File: config.mk
export PLATFORM = sky130hd
export DESIGN_NAME = alignment_pair_divergence_flat
export DESIGN_NICKNAME = d
export VERILOG_FILES = /design/src/rtl/core/apd_pkg.sv /design/src/rtl/core/apd_req_if.sv /design/src/rtl/core/apd_rsp_if.sv /design/src/rtl/core/apd_ctrl.sv /design/src/rtl/core/apd_dp.sv /design/src/rtl/core/alignment_pair_divergence.sv /design/src/flat_wrapper.sv
export VERILOG_INCLUDE_DIRS = /design/src /design/src/rtl/core
export SDC_FILE = /design/constraint.sdc
export NUM_CORES = 1
export LEC_CHECK = 0
export BUFFER_PORTS_ARGS = -buffer_cell sky130_fd_sc_hd__buf_4
export CELL_PAD_IN_SITES_DETAIL_PLACEMENT = 0
export CELL_PAD_IN_SITES_GLOBAL_PLACEMENT = 1
export CORE_ASPECT_RATIO = 0.6
export CORE_MARGIN = 4
export CORE_UTILIZATION = 35
export DETAILED_ROUTE_END_ITERATION = 10
export PLACE_DENSITY_LB_ADDON = 0.05
export SETUP_SLACK_MARGIN = 0.02
export SYNTH_ARGS = -nofsm -noshare
export SYNTH_HDL_FRONTEND = slang
export SYNTH_SLANG_ARGS = --single-unit
File: constraint.sdc
create_clock -name clock -period 7.1 [get_ports clock]
set_clock_uncertainty 0.2 [all_clocks]
set_input_delay 0.71 -clock clock [delete_from_list [all_inputs] [get_ports clock]]
set_output_delay 0.71 -clock clock [all_outputs]
set_load 0.02 [all_outputs]
File: src/rtl/core/alignment_pair_divergence_defines.svh
// ---------------------------------------------------------------------------
// Alignment pair divergence: assertion macros
// Shared concurrent-assertion helpers for the divergence block.
// ---------------------------------------------------------------------------
`ifndef ALIGNMENT_PAIR_DIVERGENCE_DEFINES_SVH
`define ALIGNMENT_PAIR_DIVERGENCE_DEFINES_SVH

// same-cycle implication
`define APD_ASSERT_IMP(name, clk, rst, ante, cons, msg) \
   name: assert property (@(posedge clk) disable iff (rst) (ante) |-> (cons)) \
      else $error(msg);

// next-cycle implication
`define APD_ASSERT_NXT(name, clk, rst, ante, cons, msg) \
   name: assert property (@(posedge clk) disable iff (rst) (ante) |=> (cons)) \
      else $error(msg);

`endif

File: src/rtl/core/apd_pkg.sv
// ---------------------------------------------------------------------------
// apd_pkg
// Types and constants shared by the alignment pair divergence block.
// ---------------------------------------------------------------------------
package apd_pkg;

   localparam int RESIDUE_W  = 8;
   localparam int WEIGHT_W   = 9;
   localparam int DIV_W      = 17;
   localparam int OUT_CNT_W  = 16;
   localparam int CSR_IDX_W  = 1;
   localparam int CSR_DATA_W = 9;

   // quotient bits produced by the divider, one per step
   localparam int QUOT_STEPS = 17;
   localparam int STEP_W     = 5;

   localparam logic [CSR_IDX_W-1:0] REG_GAP_SYMBOL = 1'b0;
   localparam logic [CSR_IDX_W-1:0] REG_GAP_WEIGHT = 1'b1;

   localparam logic [RESIDUE_W-1:0] GAP_SYMBOL_RST = 8'd45;
   localparam logic [WEIGHT_W-1:0]  GAP_WEIGHT_RST = 9'd205;
   localparam logic [WEIGHT_W-1:0]  WEIGHT_ONE     = 9'd256;
   localparam logic [DIV_W-1:0]     DIV_MAX        = 17'h10000;

   typedef struct packed {
      logic col_en;    // apply one column to the counters
      logic mul_en;    // register the weighted gap products
      logic sum_en;    // register numerator / denominator, arm divider
      logic div_step;  // one restoring division step
      logic out_load;  // load result register, clear running state
   } apd_cmd_type;

   typedef struct packed {
      logic div_last;  // current step is the final quotient bit
   } apd_sts_type;

endpackage

File: src/rtl/core/apd_req_if.sv
// ---------------------------------------------------------------------------
// apd_req_if
// Column channel: two residues and the last-column marker per beat.
// ---------------------------------------------------------------------------
interface apd_req_if;
   import apd_pkg::*;

   logic                 valid;
   logic                 ready;
   logic [RESIDUE_W-1:0] residue_a;
   logic [RESIDUE_W-1:0] residue_b;
   logic                 last_column;

   modport source (output valid, output residue_a, output residue_b,
                   output last_column, input ready);
   modport sink   (input valid, input residue_a, input residue_b,
                   input last_column, output ready);
endinterface

File: src/rtl/core/apd_rsp_if.sv
// ---------------------------------------------------------------------------
// apd_rsp_if
// Result channel: divergence, the four counts and the empty flag per beat.
// ---------------------------------------------------------------------------
interface apd_rsp_if;
   import apd_pkg::*;

   logic                 valid;
   logic                 ready;
   logic [DIV_W-1:0]     divergence;
   logic [OUT_CNT_W-1:0] match_count;
   logic [OUT_CNT_W-1:0] mismatch_count;
   logic [OUT_CNT_W-1:0] gap_open_count;
   logic [OUT_CNT_W-1:0] unpaired_count;
   logic                 empty_flag;

   modport source (output valid, output divergence, output match_count,
                   output mismatch_count, output gap_open_count,
                   output unpaired_count, output empty_flag, input ready);
   modport sink   (input valid, input divergence, input match_count,
                   input mismatch_count, input gap_open_count,
                   input unpaired_count, input empty_flag, output ready);
endinterface

File: src/rtl/core/apd_ctrl.sv
// ---------------------------------------------------------------------------
// apd_ctrl
// Sequencer: column accept, product / sum stages, divider steps, result load.
// ---------------------------------------------------------------------------
module apd_ctrl (
   input  logic                 clock,
   input  logic                 reset,
   input  logic                 req_valid,
   input  logic                 req_last,
   output logic                 req_ready,
   output logic                 rsp_valid,
   input  logic                 rsp_ready,
   output apd_pkg::apd_cmd_type cmd,
   input  apd_pkg::apd_sts_type sts
);
   import apd_pkg::*;

   localparam logic [2:0] S_RUN = 3'd0;
   localparam logic [2:0] S_MUL = 3'd1;
   localparam logic [2:0] S_SUM = 3'd2;
   localparam logic [2:0] S_DIV = 3'd3;
   localparam logic [2:0] S_OUT = 3'd4;

   logic [2:0] state_ff, state_in;
   logic       rsp_valid_ff, rsp_valid_in;
   logic       out_free;

   // result register can take a new beat
   assign out_free  = !rsp_valid_ff || rsp_ready;
   assign req_ready = (state_ff == S_RUN);
   assign rsp_valid = rsp_valid_ff;

   always_comb begin
      state_in = state_ff;
      cmd      = '0;
      unique case (state_ff)
         S_RUN: begin
            if (req_valid) begin
               cmd.col_en = 1'b1;
               if (req_last) state_in = S_MUL;
            end
         end
         S_MUL: begin
            cmd.mul_en = 1'b1;
            state_in   = S_SUM;
         end
         S_SUM: begin
            cmd.sum_en = 1'b1;
            state_in   = S_DIV;
         end
         S_DIV: begin
            cmd.div_step = 1'b1;
            if (sts.div_last) state_in = S_OUT;
         end
         S_OUT: begin
            if (out_free) begin
               cmd.out_load = 1'b1;
               state_in     = S_RUN;
            end
         end
         default: state_in = S_RUN;
      endcase
   end

   always_comb begin
      priority if (cmd.out_load) rsp_valid_in = 1'b1;
      else if (rsp_ready)        rsp_valid_in = 1'b0;
      else                       rsp_valid_in = rsp_valid_ff;
   end

   always_ff @(posedge clock) begin
      if (reset) begin
         state_ff     <= S_RUN;
         rsp_valid_ff <= 1'b0;
      end else begin
         state_ff     <= state_in;
         rsp_valid_ff <= rsp_valid_in;
      end
   end

endmodule

File: src/rtl/core/apd_dp.sv
// ---------------------------------------------------------------------------
// apd_dp
// Datapath: config registers, column counters, weighted sums, serial divider.
// ---------------------------------------------------------------------------
`include "alignment_pair_divergence_defines.svh"

module apd_dp #(
   parameter int COUNT_BITS = 16
) (
   input  logic                             clock,
   input  logic                             reset,
   input  logic                             csr_we,
   input  logic [apd_pkg::CSR_IDX_W-1:0]    csr_index,
   input  logic [apd_pkg::CSR_DATA_W-1:0]   csr_wdata,
   input  logic [apd_pkg::RESIDUE_W-1:0]    residue_a,
   input  logic [apd_pkg::RESIDUE_W-1:0]    residue_b,
   input  apd_pkg::apd_cmd_type             cmd,
   output apd_pkg::apd_sts_type             sts,
   output logic [apd_pkg::DIV_W-1:0]        divergence,
   output logic [apd_pkg::OUT_CNT_W-1:0]    match_count,
   output logic [apd_pkg::OUT_CNT_W-1:0]    mismatch_count,
   output logic [apd_pkg::OUT_CNT_W-1:0]    gap_open_count,
   output logic [apd_pkg::OUT_CNT_W-1:0]    unpaired_count,
   output logic                             empty_flag
);
   import apd_pkg::*;

   localparam int PROD_W = COUNT_BITS + 9;
   localparam int DEN_W  = COUNT_BITS + 10;
   localparam int REM_W  = COUNT_BITS + 11;
   localparam int EXT_W  = COUNT_BITS + OUT_CNT_W;

   function automatic logic [COUNT_BITS-1:0] sat_inc(input logic [COUNT_BITS-1:0] v);
      return (v == '1) ? v : v + 1'b1;
   endfunction

   function automatic logic [OUT_CNT_W-1:0] out_sat(input logic [COUNT_BITS-1:0] v);
      logic [EXT_W-1:0] ext;
      ext = {{OUT_CNT_W{1'b0}}, v};
      return (|ext[EXT_W-1:OUT_CNT_W]) ? {OUT_CNT_W{1'b1}} : ext[OUT_CNT_W-1:0];
   endfunction

   // config
   logic [RESIDUE_W-1:0] gap_symbol_ff;
   logic [WEIGHT_W-1:0]  gap_weight_ff;

   // running state
   logic [COUNT_BITS-1:0] matches_ff, matches_in;
   logic [COUNT_BITS-1:0] mismatches_ff, mismatches_in;
   logic [COUNT_BITS-1:0] gap_opens_ff, gap_opens_in;
   logic [COUNT_BITS-1:0] unpaired_ff, unpaired_in;
   logic [COUNT_BITS-1:0] run_a_ff, run_a_in;
   logic [COUNT_BITS-1:0] run_b_ff, run_b_in;

   // final computation
   logic [WEIGHT_W-1:0] weight_eff, weight_cmp;
   logic [PROD_W-1:0]   prod_g_ff, prod_u_ff;
   logic [DEN_W-1:0]    diff_sum, den_sum;
   logic [DEN_W-1:0]    den_ff;
   logic [REM_W-1:0]    rem_ff, rem_in, trial;
   logic                trial_ge;
   logic [DIV_W-1:0]    quot_ff;
   logic [STEP_W-1:0]   step_ff;
   logic                empty_ff;

   // result register
   logic [DIV_W-1:0]     div_out_ff;
   logic [OUT_CNT_W-1:0] mch_out_ff, mmc_out_ff, gap_out_ff, unp_out_ff;
   logic                 empty_out_ff;

   logic gap_a, gap_b;

   assign gap_a = (residue_a == gap_symbol_ff);
   assign gap_b = (residue_b == gap_symbol_ff);

   always_ff @(posedge clock) begin
      if (reset) begin
         gap_symbol_ff <= GAP_SYMBOL_RST;
         gap_weight_ff <= GAP_WEIGHT_RST;
      end else if (csr_we) begin
         unique case (csr_index)
            REG_GAP_SYMBOL: gap_symbol_ff <= csr_wdata[RESIDUE_W-1:0];
            REG_GAP_WEIGHT: gap_weight_ff <= csr_wdata[WEIGHT_W-1:0];
            default: ;
         endcase
      end
   end

   // column rules; a both-gap column only extends run A
   always_comb begin
      matches_in    = matches_ff;
      mismatches_in = mismatches_ff;
      gap_opens_in  = gap_opens_ff;
      unpaired_in   = unpaired_ff;
      run_a_in      = run_a_ff;
      run_b_in      = run_b_ff;
      if (cmd.out_load) begin
         matches_in    = '0;
         mismatches_in = '0;
         gap_opens_in  = '0;
         unpaired_in   = '0;
         run_a_in      = '0;
         run_b_in      = '0;
      end else if (cmd.col_en) begin
         if (gap_a) begin
            if (!gap_b) begin
               unpaired_in = sat_inc(unpaired_ff);
               if (run_a_ff <= run_b_ff) gap_opens_in = sat_inc(gap_opens_ff);
               run_b_in = '0;
            end
            run_a_in = sat_inc(run_a_ff);
         end else begin
            if (gap_b) begin
               unpaired_in = sat_inc(unpaired_ff);
               if (run_a_ff >= run_b_ff) gap_opens_in = sat_inc(gap_opens_ff);
               run_b_in = sat_inc(run_b_ff);
            end else begin
               if (residue_a == residue_b) matches_in = sat_inc(matches_ff);
               else                        mismatches_in = sat_inc(mismatches_ff);
               run_b_in = '0;
            end
            run_a_in = '0;
         end
      end
   end

   always_ff @(posedge clock) begin
      if (reset) begin
         matches_ff    <= '0;
         mismatches_ff <= '0;
         gap_opens_ff  <= '0;
         unpaired_ff   <= '0;
         run_a_ff      <= '0;
         run_b_ff      <= '0;
      end else begin
         matches_ff    <= matches_in;
         mismatches_ff <= mismatches_in;
         gap_opens_ff  <= gap_opens_in;
         unpaired_ff   <= unpaired_in;
         run_a_ff      <= run_a_in;
         run_b_ff      <= run_b_in;
      end
   end

   // weight above one is clamped to one
   assign weight_eff = (gap_weight_ff > WEIGHT_ONE) ? WEIGHT_ONE : gap_weight_ff;
   assign weight_cmp = WEIGHT_ONE - weight_eff;

   always_ff @(posedge clock) begin
      if (cmd.mul_en) begin
         prod_g_ff <= PROD_W'(weight_eff) * PROD_W'(gap_opens_ff);
         prod_u_ff <= PROD_W'(weight_cmp) * PROD_W'(unpaired_ff);
      end
   end

   assign diff_sum = DEN_W'(prod_g_ff) + DEN_W'(prod_u_ff)
                   + DEN_W'({mismatches_ff, 8'd0});
   assign den_sum  = DEN_W'(prod_g_ff) + DEN_W'(prod_u_ff)
                   + DEN_W'({mismatches_ff, 8'd0}) + DEN_W'({matches_ff, 8'd0});

   // restoring divider: first step compares without shifting, since diff <= den
   assign trial    = (step_ff == '0) ? rem_ff : {rem_ff[REM_W-2:0], 1'b0};
   assign trial_ge = (trial >= REM_W'(den_ff));
   assign rem_in   = trial_ge ? trial - REM_W'(den_ff) : trial;

   assign sts.div_last = (step_ff == STEP_W'(QUOT_STEPS - 1));

   always_ff @(posedge clock) begin
      if (cmd.sum_en) begin
         den_ff   <= den_sum;
         rem_ff   <= REM_W'(diff_sum);
         quot_ff  <= '0;
         step_ff  <= '0;
         empty_ff <= (den_sum == '0);
      end else if (cmd.div_step) begin
         rem_ff  <= rem_in;
         quot_ff <= {quot_ff[DIV_W-2:0], trial_ge};
         step_ff <= step_ff + 1'b1;
      end
   end

   always_ff @(posedge clock) begin
      if (cmd.out_load) begin
         div_out_ff   <= empty_ff ? '0 : quot_ff;
         empty_out_ff <= empty_ff;
         mch_out_ff   <= out_sat(matches_ff);
         mmc_out_ff   <= out_sat(mismatches_ff);
         gap_out_ff   <= out_sat(gap_opens_ff);
         unp_out_ff   <= out_sat(unpaired_ff);
      end
   end

   assign divergence     = div_out_ff;
   assign match_count    = mch_out_ff;
   assign mismatch_count = mmc_out_ff;
   assign gap_open_count = gap_out_ff;
   assign unpaired_count = unp_out_ff;
   assign empty_flag     = empty_out_ff;

   `APD_ASSERT_NXT(a_num_le_den, clock, reset, cmd.sum_en, rem_ff <= REM_W'(den_ff), "numerator exceeds denominator")
   `APD_ASSERT_IMP(a_rem_below_den, clock, reset, cmd.div_step && step_ff != '0 && den_ff != '0, rem_ff < REM_W'(den_ff), "divider remainder out of range")
   `APD_ASSERT_IMP(a_quot_range, clock, reset, cmd.out_load && !empty_ff, quot_ff <= DIV_MAX, "divergence above one")
   `APD_ASSERT_NXT(a_state_cleared, clock, reset, cmd.out_load, matches_ff == '0 && mismatches_ff == '0 && gap_opens_ff == '0 && unpaired_ff == '0 && run_a_ff == '0 && run_b_ff == '0, "running state not cleared after result")

endmodule

File: src/rtl/core/alignment_pair_divergence.sv
// ---------------------------------------------------------------------------
// alignment_pair_divergence
// Pairwise alignment divergence with weighted gap openings, top level.
// ---------------------------------------------------------------------------
// Takes one alignment column per beat and keeps match, mismatch, unpaired
// and gap-opening counts (saturating). Columns are accepted one per cycle.
// The beat flagged last_column closes the alignment: the block then takes
// no column until it has run one product stage, one sum stage, 17 steps
// of the bit-serial divider that forms the Q1.16 divergence, and one
// result load. The result sits in an output register, so a new alignment
// streams in while the previous result waits; the load stalls only if a
// result is still pending when the next one is done. The user must write
// gap_symbol and gap_weight through the csr port only while no alignment
// is in flight; the block itself does not enforce this.
module alignment_pair_divergence #(
   parameter int COUNT_BITS = 16
) (
   input  logic                           clock,
   input  logic                           reset,
   input  logic                           csr_we,
   input  logic [apd_pkg::CSR_IDX_W-1:0]  csr_index,
   input  logic [apd_pkg::CSR_DATA_W-1:0] csr_wdata,
   apd_req_if.sink                        req_chan,
   apd_rsp_if.source                      rsp_chan
);
   import apd_pkg::*;

   apd_cmd_type cmd;
   apd_sts_type sts;
   logic        req_ready;
   logic        rsp_valid;

   apd_ctrl u_ctrl (
      .clock     (clock),
      .reset     (reset),
      .req_valid (req_chan.valid),
      .req_last  (req_chan.last_column),
      .req_ready (req_ready),
      .rsp_valid (rsp_valid),
      .rsp_ready (rsp_chan.ready),
      .cmd       (cmd),
      .sts       (sts)
   );

   apd_dp #(
      .COUNT_BITS (COUNT_BITS)
   ) u_dp (
      .clock          (clock),
      .reset          (reset),
      .csr_we         (csr_we),
      .csr_index      (csr_index),
      .csr_wdata      (csr_wdata),
      .residue_a      (req_chan.residue_a),
      .residue_b      (req_chan.residue_b),
      .cmd            (cmd),
      .sts            (sts),
      .divergence     (rsp_chan.divergence),
      .match_count    (rsp_chan.match_count),
      .mismatch_count (rsp_chan.mismatch_count),
      .gap_open_count (rsp_chan.gap_open_count),
      .unpaired_count (rsp_chan.unpaired_count),
      .empty_flag     (rsp_chan.empty_flag)
   );

   assign req_chan.ready = req_ready;
   assign rsp_chan.valid = rsp_valid;

endmodule
File: src/flat_wrapper.sv
// flat-port wrapper written by rule: the top's interface ports become plain ports
module alignment_pair_divergence_flat import apd_pkg::*;
#(
   parameter int COUNT_BITS = 16
)
  (clock, reset, csr_we, csr_index, csr_wdata, req_chan_valid, req_chan_residue_a, req_chan_residue_b, req_chan_last_column, req_chan_ready, rsp_chan_valid, rsp_chan_divergence, rsp_chan_match_count, rsp_chan_mismatch_count, rsp_chan_gap_open_count, rsp_chan_unpaired_count, rsp_chan_empty_flag, rsp_chan_ready);
  apd_req_if req_chan_i ();
  apd_rsp_if rsp_chan_i ();
  input  logic clock;
  input  logic reset;
  input  logic csr_we;
  input  logic [apd_pkg::CSR_IDX_W-1:0] csr_index;
  input  logic [apd_pkg::CSR_DATA_W-1:0] csr_wdata;
  input wire logic [$bits(req_chan_i.valid)-1:0] req_chan_valid;
  input wire logic [$bits(req_chan_i.residue_a)-1:0] req_chan_residue_a;
  input wire logic [$bits(req_chan_i.residue_b)-1:0] req_chan_residue_b;
  input wire logic [$bits(req_chan_i.last_column)-1:0] req_chan_last_column;
  output wire logic [$bits(req_chan_i.ready)-1:0] req_chan_ready;
  output wire logic [$bits(rsp_chan_i.valid)-1:0] rsp_chan_valid;
  output wire logic [$bits(rsp_chan_i.divergence)-1:0] rsp_chan_divergence;
  output wire logic [$bits(rsp_chan_i.match_count)-1:0] rsp_chan_match_count;
  output wire logic [$bits(rsp_chan_i.mismatch_count)-1:0] rsp_chan_mismatch_count;
  output wire logic [$bits(rsp_chan_i.gap_open_count)-1:0] rsp_chan_gap_open_count;
  output wire logic [$bits(rsp_chan_i.unpaired_count)-1:0] rsp_chan_unpaired_count;
  output wire logic [$bits(rsp_chan_i.empty_flag)-1:0] rsp_chan_empty_flag;
  input wire logic [$bits(rsp_chan_i.ready)-1:0] rsp_chan_ready;
  assign req_chan_i.valid = req_chan_valid;
  assign req_chan_i.residue_a = req_chan_residue_a;
  assign req_chan_i.residue_b = req_chan_residue_b;
  assign req_chan_i.last_column = req_chan_last_column;
  assign req_chan_ready = req_chan_i.ready;
  assign rsp_chan_valid = rsp_chan_i.valid;
  assign rsp_chan_divergence = rsp_chan_i.divergence;
  assign rsp_chan_match_count = rsp_chan_i.match_count;
  assign rsp_chan_mismatch_count = rsp_chan_i.mismatch_count;
  assign rsp_chan_gap_open_count = rsp_chan_i.gap_open_count;
  assign rsp_chan_unpaired_count = rsp_chan_i.unpaired_count;
  assign rsp_chan_empty_flag = rsp_chan_i.empty_flag;
  assign rsp_chan_i.ready = rsp_chan_ready;
  alignment_pair_divergence #(.COUNT_BITS(COUNT_BITS)) u_core (.clock(clock), .reset(reset), .csr_we(csr_we), .csr_index(csr_index), .csr_wdata(csr_wdata), .req_chan(req_chan_i), .rsp_chan(rsp_chan_i));
endmodule
==> run metrics <==
Syn Std Cell Area 0.0255 mm²; # DRC 0; Tot GR Track Use 0.189; vias in the first global route 18,711; Mapped Cells 2,657; simple-gate portion of the synthesized area 0.169; fin crit period 6.76 ns; DR iter-0 viols 1,163; Core ar. 0.0720 mm²; postcts setup bufs 0; power share of the clock group 0.349; WL per Instance 19.2 µm; slew margin rel. 0.143; CTS Root Cell clkbuf_16; Yosys warnings 0; fill cell count 7,195; via count 18,612; synth unique cells 70; sw power 1910 µW; setup tns final 0 ns; hold depth 3; first-pass GRT wire length 114,000 µm; DIE WIDTH 357 µm; Primary FF master, synth edfxtp_1; maxcap violations 0; mux cell area share after synthesis 0.0174; Finish-stage setup viols 0; Vert. Die Dim 217 µm; CP Max Fanout 16; Final Wtd Congestion 0.872; fin util 0.402; achievable clock frequency 148 MHz; largest net degree at the start of global routing 52; post-synthesis adder-cell area fraction 0.263; largest family of logic cells by synthesized area adder cells; dominant cell type by area after synthesis edfxtp_1; Least-Margin Pin Slew 1.25 ns; WL final 72,200 µm; Overflow after GRT 0; sequential-to-total area share from yosys stat 0.327; Pins Over Slew Limit 0; Post-synth EDFFs 185; Via density 4.95; post-route ant nets 0; die area 0.0775 mm²; critical path class flop to flop; # diodes 0; initial antenna violation count 2; clk_lat worst skew 0.58 ns; PortBufs 115; clock tree buffer depth 3; Final #Nets 3,192; CP arrival 6.89 ns; synth top area cells edfxtp_1 22%, fa_1 17%, dfxtp_1 11%, ha_1 9.3%, inv_1 4.6%; Logic pwr share 0.284; Starting Density 0.355; Num CTS Buffers 39; RSZ-0062 raised after global routing false; switching share of power 0.322; htree depth 2; Hold Buf Count CTS 0; CTS clk-pin slew, worst paths 0.06 ns; CTS tree yes; First-pass DRT Iterations 6; Setup WS post-layout 0.344 ns; Post-Synth XOR/XNOR Area 0.0638; PwrDens 206 mW/mm²; Post-Place Setup Slack 0.0957 ns; Worst setup EP type flop; # placed instances 3,687; status complete, no violations; Leak 0.0129 µW; area share of the largest cell type after synthesis 0.218; asr flop ratio synth 0; Final Hold Viols 0; Final Cycle Share 0.952; Critical Path Source Type flop; type of the tightest min-delay check primary input to flop; r2r worst-path depth 25; post-synth net total 3,096; FF+latch count, synth 325; layout cells sized above 1 0.0977; io pins 116; Layout area overhead 13.3%; Peak supply drop 146 µV; Row Count 76; fin cells 3,759; DP HPWL 57,800 µm; Flop pwr share 0.366; Cell Int Power 4030 µW; Req. time, crit path 7.23 ns; Synth Area in Compound Gates 0.0974; CTS resizes 0; Avg Inst Size Synth 9.61 µm²; TritonCTS Sinks 325
-- path summary, 6_finish.rpt --
path | slack [ns] | endpoint | start
worst min register to register | 0.26 | u_core.u_dp.gap_weight_ff[5]$_SDFFE_PP0P_ | u_core.u_dp.gap_weight_ff[5]$_SDFFE_PP0P_
worst min-delay path | 0.15 | u_core.u_dp.gap_symbol_ff[3]$_SDFFE_PP1P_ | csr_wdata[3]
worst max-delay path | 0.34 | u_core.u_dp.prod_u_ff[24]$_DFFE_PP_ | u_core.u_dp.gap_weight_ff[8]$_SDFFE_PP0P_
worst max register to register | 0.34 | u_core.u_dp.prod_u_ff[24]$_DFFE_PP_ | u_core.u_dp.gap_weight_ff[8]$_SDFFE_PP0P_
-- cell families after synthesis --
kind of cell,count (synthesis)
compound gates,393
fa+ha+maj,407
mux,41
flops,325
buf+inv,418
xor+xnor,186
simple gates,887
-- placed cells by master, fill, tap and decap left out, drive strengths merged, types with 70 or more instances in the layout --
cell type,count
and2,120
o21ai,86
nor2,186
inv,319
edfxtp,185
fa,217
xnor2,116
buf,159
dfxtp,140
xor2,70
ha,190
nand2,278
a21oi,132
-- cell usage after synthesis (all sizes together) (4+ instances only) --
master  count
a211o       8
a211oi      5
a21boi      5
a21o       48
a21oi     132
a22o       19
a31oi      16
and2      120
and3       31
clkbuf    101
dfxtp     140
edfxtp    185
fa        217
ha        190
inv       314
mux2       27
mux2i      14
nand2     278
nand2b     21
nand3      51
nand3b      5
nand4      31
nor2      186
nor2b      51
nor3       43
nor4       17
o211ai      4
o21a       19
o21ai      86
o21bai      6
o31ai       5
o41ai       7
or2         7
or3        30
or4         7
xnor2     116
xor2       70
-- metrics by stage --
step / hold WS, ns / area, µm² / power, µW
floorplan: 0.227 / 25500 / 3460
global placement: 0.238 / 27600 / 3900
detailed placement: 0.248 / 27600 / 3900
CTS: 0.0968 / 28900 / 6030
global route: 0.128 / 28900 / 6320
finish: 0.150 / 28900 / 5950
-- layout make-up --
type,instances,area [µm²],area share
clock inverters,14,165,0.00571
well taps,975,1220,0.0422
multi-input cells,1914,15700,0.542
repair buffers,159,1200,0.0414
flip-flops and latches,325,8360,0.289
clock buffers,58,1140,0.0394
inverters,314,1180,0.0407
-- critical path: stages (launching register included) --
cell and delay (ns):
dfxtp_2 0.35, buf_4 0.18, nor2b_1 0.16, inv_1 0.09, ha_1 0.21, buf_4 0.16
xnor2_1 0.19, buf_6 0.20, nand2_1 0.09, fa_1 0.56, inv_1 0.05, fa_1 0.53
inv_1 0.06, fa_1 0.46, fa_1 0.54, inv_1 0.05, ha_1 0.33, o21a_1 0.14
o21ai_1 0.19, a21oi_1 0.13, o21a_1 0.26, o31ai_4 0.23, a21oi_1 0.15, a311o_1 0.39
or4_1 0.40, and3_1 0.18
-- registers in the layout, summed over array words and instances (netlist names), 8 cells and up --
signal	flops
u_core.u_dp.prod_u_ff	25
u_core.u_dp.unpaired_ff	16
u_core.u_dp.match_count	16
u_core.u_dp.rem_ff	27
u_core.u_dp.run_a_ff	16
u_core.u_dp.mismatches_ff	16
u_core.u_dp.gap_open_count	16
u_core.u_dp.den_ff	26
u_core.u_dp.divergence	17
u_core.u_dp.mismatch_count	16
u_core.u_dp.gap_opens_ff	16
u_core.u_dp.quot_ff	17
u_core.u_dp.prod_g_ff	25
u_core.u_dp.matches_ff	16
u_core.u_dp.gap_symbol_ff	8
u_core.u_dp.gap_weight_ff	9
u_core.u_dp.unpaired_count	16
u_core.u_dp.run_b_ff	16
-- power by group through the flow --
stage | clock network, µW | registers, µW | logic, µW
3_5_place_dp | 0 | 2220 | 1680
4_1_cts | 2160 | 2180 | 1690
2_1_floorplan | 0 | 2200 | 1260
6_report | 2080 | 2180 | 1690
5_1_grt | 2240 | 2190 | 1900
3_3_place_gp | 0 | 2220 | 1680
-- metal layers --
metal  up-vias  track usage  routed length [µm]
li1       9095            -                   -
met1      9105        0.309               40000
met2       365        0.241               26000
met3        47       0.0549                5290
met4         0       0.0305                 821
met5         -            0                   0
Note: power is estimated with default switching activity, not from simulation.
